## config.mk

```make
export PLATFORM = sky130hd
export DESIGN_NAME = weighted_score_priority_sort
export DESIGN_NICKNAME = d
export VERILOG_FILES = /design/src/hw/rtl/wsps_pkg.sv /design/src/hw/rtl/wsps_front.sv /design/src/hw/rtl/wsps_fifo.sv /design/src/hw/rtl/wsps_back.sv /design/src/hw/rtl/weighted_score_priority_sort.sv
export SDC_FILE = /design/constraint.sdc
export NUM_CORES = 2
export LEC_CHECK = 0
export BUFFER_PORTS_ARGS = -buffer_cell sky130_fd_sc_hd__buf_2
export CAP_MARGIN = 5
export CORE_MARGIN = 2
export CORE_UTILIZATION = 40
export CTS_CLUSTER_DIAMETER = 200
export DETAILED_ROUTE_END_ITERATION = 8
export GPL_TIMING_DRIVEN = 0
export SYNTH_ARGS = -nofsm -noshare
export SYNTH_HDL_FRONTEND = slang
export SYNTH_HIERARCHICAL = 1
export SYNTH_SLANG_ARGS = --single-unit
```

## constraint.sdc

```tcl
create_clock -name clk -period 7.6 [get_ports clk]
set_input_delay 0.76 -clock clk [delete_from_list [all_inputs] [get_ports clk]]
set_output_delay 0.76 -clock clk [all_outputs]
set_load 0.005 [all_outputs]
```

## src/hw/rtl/wsps_pkg.sv

```systemverilog
// shared types and constants of the weighted score priority sort
`default_nettype none
package wsps_pkg;
	localparam int unsigned VW = 10;
	localparam int unsigned SW = 12;
	localparam int unsigned RW = 23;
	localparam int unsigned NDIV = 4;
	localparam int unsigned STW = 4;

	localparam logic [1:0] REG_MIN_EXEC = 2'd0;
	localparam logic [1:0] REG_MIN_RAM = 2'd1;
	localparam logic [1:0] REG_MIN_PROC = 2'd2;
	localparam logic [1:0] REG_MIN_BW = 2'd3;

	localparam logic [RW-1:0] RANK_TOP = {1'b1, {(RW-1){1'b0}}};

	typedef struct packed {
		logic [VW-1:0] id;
		logic [VW-1:0] eq;
		logic [SW-1:0] score;
		logic          last;
	} rec_t;

	typedef struct packed {
		logic [RW-1:0] rank;
		logic [VW-1:0] id;
	} entry_t;
endpackage
`default_nettype wire

```

## src/hw/rtl/wsps_front.sv

```systemverilog
// front: accepts records, holds divisors, divides attributes by their minima
`default_nettype none
module wsps_front (
	input  wire logic                 clk,
	input  wire logic                 arst_n,
	input  wire logic                 cfg_valid,
	input  wire logic [1:0]           cfg_index,
	input  wire logic [wsps_pkg::VW-1:0] cfg_data,
	input  wire logic                 in_valid,
	output logic                      in_stall,
	input  wire logic [wsps_pkg::VW-1:0] task_id,
	input  wire logic [wsps_pkg::VW-1:0] exec_time,
	input  wire logic [wsps_pkg::VW-1:0] ram_ratio,
	input  wire logic [wsps_pkg::VW-1:0] proc_ratio,
	input  wire logic [wsps_pkg::VW-1:0] bw_ratio,
	input  wire logic                 last_task,
	output logic                      push,
	output wsps_pkg::rec_t            push_rec,
	input  wire logic                 full
);
	localparam logic [1:0] F_IDLE = 2'd0;
	localparam logic [1:0] F_DIV = 2'd1;
	localparam logic [1:0] F_PUSH = 2'd2;
	localparam int unsigned VW = wsps_pkg::VW;
	localparam int unsigned ND = wsps_pkg::NDIV;

	logic [VW-1:0] min_q [ND];
	logic [VW-1:0] div_q [ND];
	logic [VW:0]   rem_q [ND];
	logic [VW-1:0] dq_q [ND];
	logic [VW:0]   rem_nx [ND];
	logic [VW-1:0] dq_nx [ND];
	logic [VW-1:0] attr [ND];
	logic [VW-1:0] id_q;
	logic          last_q;
	logic [1:0]    state_q;
	logic [wsps_pkg::STW-1:0] step_q;
	logic [VW:0]   trial [ND];

	assign attr[0] = exec_time;
	assign attr[1] = ram_ratio;
	assign attr[2] = proc_ratio;
	assign attr[3] = bw_ratio;

	assign in_stall = (state_q != F_IDLE);
	assign push = (state_q == F_PUSH) && !full;

	always_comb begin
		push_rec.id = id_q;
		push_rec.eq = dq_q[0];
		push_rec.score = wsps_pkg::SW'(dq_q[1]) + wsps_pkg::SW'(dq_q[2])
			+ wsps_pkg::SW'(dq_q[3]);
		push_rec.last = last_q;
	end

	// one restoring step per lane
	always_comb begin
		for (int k = 0; k < ND; k++) begin
			trial[k] = {rem_q[k][VW-1:0], dq_q[k][VW-1]};
			if (trial[k] >= {1'b0, div_q[k]}) begin
				rem_nx[k] = trial[k] - {1'b0, div_q[k]};
				dq_nx[k] = {dq_q[k][VW-2:0], 1'b1};
			end else begin
				rem_nx[k] = trial[k];
				dq_nx[k] = {dq_q[k][VW-2:0], 1'b0};
			end
		end
	end

	always_ff @(posedge clk or negedge arst_n) begin
		if (!arst_n) begin
			for (int k = 0; k < ND; k++) min_q[k] <= VW'(1);
		end else if (cfg_valid) begin
			case (cfg_index)
				wsps_pkg::REG_MIN_EXEC: min_q[0] <= cfg_data;
				wsps_pkg::REG_MIN_RAM: min_q[1] <= cfg_data;
				wsps_pkg::REG_MIN_PROC: min_q[2] <= cfg_data;
				wsps_pkg::REG_MIN_BW: min_q[3] <= cfg_data;
				default: ;
			endcase
		end
	end

	always_ff @(posedge clk or negedge arst_n) begin
		if (!arst_n) begin
			state_q <= F_IDLE;
			step_q <= '0;
		end else begin
			case (state_q)
				F_IDLE: if (in_valid) begin
					state_q <= F_DIV;
					step_q <= '0;
				end
				F_DIV: begin
					step_q <= step_q + 1'b1;
					if (step_q == wsps_pkg::STW'(VW - 1)) state_q <= F_PUSH;
				end
				F_PUSH: if (!full) state_q <= F_IDLE;
				default: state_q <= F_IDLE;
			endcase
		end
	end

	always_ff @(posedge clk) begin
		if (state_q == F_IDLE && in_valid) begin
			id_q <= task_id;
			last_q <= last_task;
			for (int k = 0; k < ND; k++) begin
				div_q[k] <= (min_q[k] == '0) ? VW'(1) : min_q[k];
				rem_q[k] <= '0;
				dq_q[k] <= attr[k];
			end
		end else if (state_q == F_DIV) begin
			for (int k = 0; k < ND; k++) begin
				rem_q[k] <= rem_nx[k];
				dq_q[k] <= dq_nx[k];
			end
		end
	end
endmodule
`default_nettype wire

```

## src/hw/rtl/wsps_fifo.sv

```systemverilog
// two-entry record queue between front and back
`default_nettype none
module wsps_fifo (
	input  wire logic           clk,
	input  wire logic           arst_n,
	input  wire logic           push,
	input  wire wsps_pkg::rec_t push_rec,
	output logic                full,
	input  wire logic           pop,
	output wsps_pkg::rec_t      pop_rec,
	output logic                empty
);
	wsps_pkg::rec_t ent_q [2];
	logic wp_q;
	logic rp_q;
	logic [1:0] cnt_q;

	assign full = (cnt_q == 2'd2);
	assign empty = (cnt_q == 2'd0);
	assign pop_rec = ent_q[rp_q];

	always_ff @(posedge clk or negedge arst_n) begin
		if (!arst_n) begin
			wp_q <= 1'b0;
			rp_q <= 1'b0;
			cnt_q <= '0;
		end else begin
			if (push) wp_q <= ~wp_q;
			if (pop) rp_q <= ~rp_q;
			if (push && !pop) cnt_q <= cnt_q + 1'b1;
			else if (pop && !push) cnt_q <= cnt_q - 1'b1;
		end
	end

	always_ff @(posedge clk) begin
		if (push) ent_q[wp_q] <= push_rec;
	end
endmodule
`default_nettype wire

```

## src/hw/rtl/wsps_back.sv

```systemverilog
// back: stores ranked records and emits ids by repeated max scans
`default_nettype none
module wsps_back #(
	parameter int unsigned MAX_TASKS = 64
) (
	input  wire logic           clk,
	input  wire logic           arst_n,
	input  wire logic           empty,
	input  wire wsps_pkg::rec_t pop_rec,
	output logic                pop,
	output logic                out_valid,
	input  wire logic           out_stall,
	output logic [wsps_pkg::VW-1:0] sorted_id,
	output logic                last_out
);
	localparam int unsigned IW = (MAX_TASKS > 1) ? $clog2(MAX_TASKS) : 1;
	localparam int unsigned CW = $clog2(MAX_TASKS + 1);
	localparam logic [1:0] B_IDLE = 2'd0;
	localparam logic [1:0] B_SCAN = 2'd1;
	localparam logic [1:0] B_EMIT = 2'd2;

	wsps_pkg::entry_t mem_q [MAX_TASKS];
	wsps_pkg::entry_t rd_s1;
	wsps_pkg::entry_t wr_ent;
	logic [MAX_TASKS-1:0] done_q;
	logic [1:0]    state_q;
	logic [CW-1:0] cnt_q;
	logic [CW-1:0] cnt_nx;
	logic [CW-1:0] scan_q;
	logic [CW-1:0] emit_q;
	logic [IW-1:0] idx_s1;
	logic          vld_s1;
	logic          found_q;
	logic [wsps_pkg::RW-1:0] best_rank_q;
	logic [IW-1:0] best_idx_q;
	logic [wsps_pkg::VW-1:0] best_id_q;
	logic          store_ok;
	logic          rd_en;
	logic          emit_last;

	assign pop = (state_q == B_IDLE) && !empty;
	assign store_ok = (cnt_q < CW'(MAX_TASKS));
	assign cnt_nx = (pop && store_ok) ? cnt_q + 1'b1 : cnt_q;
	assign rd_en = (state_q == B_SCAN) && (scan_q < cnt_q);
	assign out_valid = (state_q == B_EMIT);
	assign sorted_id = best_id_q;
	assign emit_last = (CW'(emit_q + 1'b1) == cnt_q);
	assign last_out = emit_last;

	always_comb begin
		wr_ent.id = pop_rec.id;
		if (pop_rec.eq == '0) wr_ent.rank = wsps_pkg::RANK_TOP;
		else wr_ent.rank = {1'b0, pop_rec.score, ~pop_rec.eq};
	end

	always_ff @(posedge clk) begin
		if (pop && store_ok) mem_q[cnt_q[IW-1:0]] <= wr_ent;
		if (rd_en) rd_s1 <= mem_q[scan_q[IW-1:0]];
		if (rd_en) idx_s1 <= scan_q[IW-1:0];
	end

	always_ff @(posedge clk or negedge arst_n) begin
		if (!arst_n) begin
			state_q <= B_IDLE;
			cnt_q <= '0;
			scan_q <= '0;
			emit_q <= '0;
			vld_s1 <= 1'b0;
			found_q <= 1'b0;
			done_q <= '0;
			best_rank_q <= '0;
			best_idx_q <= '0;
			best_id_q <= '0;
		end else begin
			vld_s1 <= rd_en;
			case (state_q)
				B_IDLE: if (pop) begin
					cnt_q <= cnt_nx;
					if (pop_rec.last && cnt_nx != '0) begin
						state_q <= B_SCAN;
						scan_q <= '0;
						emit_q <= '0;
						found_q <= 1'b0;
					end
				end
				B_SCAN: begin
					if (rd_en) scan_q <= scan_q + 1'b1;
					if (vld_s1 && !done_q[idx_s1]
						&& (!found_q || rd_s1.rank > best_rank_q)) begin
						found_q <= 1'b1;
						best_rank_q <= rd_s1.rank;
						best_idx_q <= idx_s1;
						best_id_q <= rd_s1.id;
					end
					if (!rd_en && !vld_s1) state_q <= B_EMIT;
				end
				B_EMIT: if (!out_stall) begin
					if (emit_last) begin
						cnt_q <= '0;
						done_q <= '0;
						state_q <= B_IDLE;
					end else begin
						done_q[best_idx_q] <= 1'b1;
						emit_q <= emit_q + 1'b1;
						scan_q <= '0;
						found_q <= 1'b0;
						state_q <= B_SCAN;
					end
				end
				default: state_q <= B_IDLE;
			endcase
		end
	end

`ifndef SYNTHESIS
	a_emit_nonempty: assert property (@(posedge clk) disable iff (!arst_n)
		out_valid |-> cnt_q != '0)
		else $error("emit with empty store");
	a_emit_bound: assert property (@(posedge clk) disable iff (!arst_n)
		out_valid |-> emit_q < cnt_q)
		else $error("emit count past store count");
	a_cnt_bound: assert property (@(posedge clk) disable iff (!arst_n)
		cnt_q <= CW'(MAX_TASKS))
		else $error("store count overflow");
	a_scan_idle: assert property (@(posedge clk) disable iff (!arst_n)
		(state_q != B_IDLE) |-> !pop)
		else $error("queue popped during sort");
`endif
endmodule
`default_nettype wire

```

## src/hw/rtl/weighted_score_priority_sort.sv

```systemverilog
// top level of the weighted score priority sort
`default_nettype none
// Loads task records one transaction at a time; each record passes through the
// front, where four 10-step restoring dividers run in parallel, then goes
// through a two-entry queue to the back, which stores it while idle. On a
// record marked last the back emits all stored ids in descending rank, each
// found by a scan over the store through its single read port.
// Configuration writes are always ready and apply to records accepted later.
module weighted_score_priority_sort #(
	parameter int unsigned MAX_TASKS = 64
) (
	input  wire logic                     clk,
	input  wire logic                     arst_n,
	input  wire logic                     cfg_valid,
	output logic                          cfg_ready,
	input  wire logic [1:0]               cfg_index,
	input  wire logic [wsps_pkg::VW-1:0]  cfg_data,
	input  wire logic                     in_valid,
	output logic                          in_stall,
	input  wire logic [wsps_pkg::VW-1:0]  task_id,
	input  wire logic [wsps_pkg::VW-1:0]  exec_time,
	input  wire logic [wsps_pkg::VW-1:0]  ram_ratio,
	input  wire logic [wsps_pkg::VW-1:0]  proc_ratio,
	input  wire logic [wsps_pkg::VW-1:0]  bw_ratio,
	input  wire logic                     last_task,
	output logic                          out_valid,
	input  wire logic                     out_stall,
	output logic [wsps_pkg::VW-1:0]       sorted_id,
	output logic                          last_out
);
	logic push;
	logic full;
	logic pop;
	logic empty;
	wsps_pkg::rec_t push_rec;
	wsps_pkg::rec_t pop_rec;

	assign cfg_ready = 1'b1;

	wsps_front u_front (
		.clk(clk), .arst_n(arst_n),
		.cfg_valid(cfg_valid), .cfg_index(cfg_index), .cfg_data(cfg_data),
		.in_valid(in_valid), .in_stall(in_stall),
		.task_id(task_id), .exec_time(exec_time), .ram_ratio(ram_ratio),
		.proc_ratio(proc_ratio), .bw_ratio(bw_ratio), .last_task(last_task),
		.push(push), .push_rec(push_rec), .full(full)
	);

	wsps_fifo u_fifo (
		.clk(clk), .arst_n(arst_n),
		.push(push), .push_rec(push_rec), .full(full),
		.pop(pop), .pop_rec(pop_rec), .empty(empty)
	);

	wsps_back #(.MAX_TASKS(MAX_TASKS)) u_back (
		.clk(clk), .arst_n(arst_n),
		.empty(empty), .pop_rec(pop_rec), .pop(pop),
		.out_valid(out_valid), .out_stall(out_stall),
		.sorted_id(sorted_id), .last_out(last_out)
	);
endmodule
`default_nettype wire

```

==> results.tsv <==
metric	value	unit
cts.path.max_buffers	4	
die_height	505	microns
area_growth	16.4	%
port_buffers	80	
power	0.0466	W
nets	5423	
cp-start-kind	flop	
cts.sink_count	2526	
core	251000	sq um
setup_tns	0	ns
cp_top_family	buffers and inverters	
grt_pass1_vias	50108	
ctsHtreeMaxLevel	5	
dp.cells	8302	
syn_avg_cell_area	21.1	sq um
synth_warnings	6	
period_minus_slack	4.82	ns
setup_violations	0	
status	completed	
hold-worst-slack	0.0881	ns
final-hold-violation-count	0	
synth-edff-count	2348	
cts_buffers	286	
rows	184	
cts_tree	yes	
antenna_found_initial	26	
grt_pass1_wl	372000	microns
antenna_left	0	
postSynth.asyncResetShare	7.05	%
p_leak	38.2	nW
ys_types	79	
crit_buf_inv	3	
max_freq	0.208	GHz
powerDensity	398	nW/um^2
drt_iter0_markers	5871	
fin_crit_sh	63.4	%
finalNonFillerCells	8821	
ys_ff_latch	2526	
grt_start_max_net_pins	103	
worstPathArrival	5.45	ns
io-pin-count	82	
ys.flop_type	edfxtp_1	
rsz0062_at_grt	false	
worstPathMaxFanout	10	
comb_power_share	33.3	%
grt.total_usage	20.4	%
p_sw	0.0153	W
netlist_area	101000	sq um
initial_core_util	40.1	%
worst_slew_pin_slew	1.44	ns
clock_insertion_delay_worst_skew	0.94	ns
cpMaxStageDelayCell	clkbuf_1	
die-area	255000	sq um
seqPwrFrac	38.1	%
syn-num-nets	4943	
relSlewSlack	4.24	%
finalClockSkew	0.0846	ns
globalplace.congestion	0.868	
switching_share	32.7	%
wl	262000	microns
first_pass_iters	7	
drv_slew	0	
p_int	0.0314	W
ctsResizeCount	0	
viasPerCell	5.68	
cp_cell_sequence	clkbuf_1, clkbuf_1, clkbuf_1, mux4_2, mux4_2, mux4_2	
clkPwrFrac	28.6	%
cts_setup_buffers	0	
worstSetupPathType	flop to flop	
post_drt_wl_per_cell	29.7	microns
grt_overflow	0	
dp_hpwl	176000	microns
drive_gt1_share	29.2	%
max-vdd-ir-drop	0.318	mV
worstPathRequired	8.23	ns
syn_inst	4776	
ys_seq_area_share	74.5	%
cp_slowest_stage_delay	1.07	ns
max_cap_viol_count	0	
vias	50137	
cts.root.buffer_cell	clkbuf_16	
holdBufCountCts	12	
dieWidth	505	microns
path_clk_slew	0.06	ns
end_kind	flop	
drcViolationCount	0	
hold_path_class	input port to flop	
-- stage by stage --
step           instance area [sq um]  setup slack, ns  utilization [%]
2_1_floorplan                 101000             3.48                -
3_3_place_gp                  105000           -0.999             41.9
3_5_place_dp                  108000             2.87             43.0
4_1_cts                       117000             2.86             46.7
5_1_grt                       117000             2.80             46.7
6_report                      117000             2.78             46.7
-- cell type report --
type | instances | area, sq um
clock buffer | 350 | 7570
inverter | 107 | 402
sequential | 2526 | 75000
fill | 20636 | 134000
tap | 3348 | 4190
buffer | 271 | 1230
antenna | 9 | 22.5
multi-input combinational | 1872 | 24600
timing repair buffer | 192 | 2690
clock inverter | 146 | 1420
-- synthesized netlist by cell type (20+ instances only) --
master | n | area, sq um
edfxtp_1 | 2348 | 70500
o21ai_0 | 60 | 300
nand2_1 | 173 | 649
o211ai_1 | 20 | 150
clkbuf_1 | 169 | 634
nor3_1 | 33 | 165
mux2_2 | 73 | 822
a21oi_1 | 115 | 576
dfrtp_1 | 174 | 4350
inv_1 | 107 | 402
nand3_1 | 28 | 140
nor2_1 | 203 | 762
nor2b_1 | 20 | 125
mux4_2 | 709 | 16000
buf_1 | 26 | 97.6
ha_1 | 84 | 1050
mux2_4 | 38 | 571
buf_2 | 56 | 280
xnor2_1 | 25 | 219
-- worst paths after layout --
kind                                        to        startpoint  cells after the start  slack, ns
max                            u_back/rd_s1[5]  u_back/scan_q[1]                      6       2.78
min                         u_front/dq_q[0][4]      exec_time[4]                      3       0.09
max reg2reg                    u_back/rd_s1[5]  u_back/scan_q[1]                      6       2.78
min reg2reg                u_fifo/ent_q[0][24]   u_front/id_q[1]                      0       0.45
max in group asynchronous  u_back/sorted_id[6]            arst_n                      3       6.09
min in group asynchronous    u_front/min_q[16]            arst_n                      2       0.43
-- cells by family after synthesis --
kind of cell	after synthesis	share of synthesized area, %
compound gates	333	2.17
xor+xnor	41	0.357
fa+ha+maj	99	1.34
buf+inv	378	1.61
flops	2526	74.5
mux	839	17.4
other cells	1	0.00373
simple gates	559	2.52
-- power by group through the flow --
stage | registers (W) | clock network, W | logic (W)
6_report | 0.0178 | 0.0133 | 0.0155
3_5_place_dp | 0.0180 | 0 | 0.0156
2_1_floorplan | 0.0179 | 0 | 0.00952
4_1_cts | 0.0178 | 0.0136 | 0.0156
3_3_place_gp | 0.0182 | 0 | 0.0150
5_1_grt | 0.0178 | 0.0141 | 0.0164
-- tightest hold or removal path: cells and delay by family --
kind / cells / cell delay, ns
and+or+nand+nor: 2 / 0.09
buffers and inverters: 1 / 0.07
-- cells in the final DEF (no fill, tap or decap), types with 106 or more instances in the layout --
master     netlist  final
buf_2           56    136
a21oi_1        115    115
mux4_2         709    709
nor2_1         203    129
edfxtp_1      2348   2348
nand2_1        173    172
clkbuf_1       169    217
clkbuf_16        0    293
dfrtp_1        174    174
inv_1          107    106
-- layer usage --
metal	vias up	wire (microns)	part of all wire, %	global-route usage [%]
met5	-	62	0.024	0
met4	10	9110	3.5	6.92
met3	420	23800	9.1	4.57
met2	2092	123000	47	32.2
met1	26922	106000	40	28.2
li1	20693	-	-	-
-- flip-flops by register name (all words and copies together), names as in the netlist, 33 cells and up --
signal / flops
u_back/mem_q: 2112
u_back/rd_s1: 33
u_front/div_q: 40
u_back/done_q: 64
u_fifo/ent_q: 66
u_front/rem_q: 40
u_front/dq_q: 40
u_front/min_q: 40
Note: power is estimated with default switching activity, not from simulation.
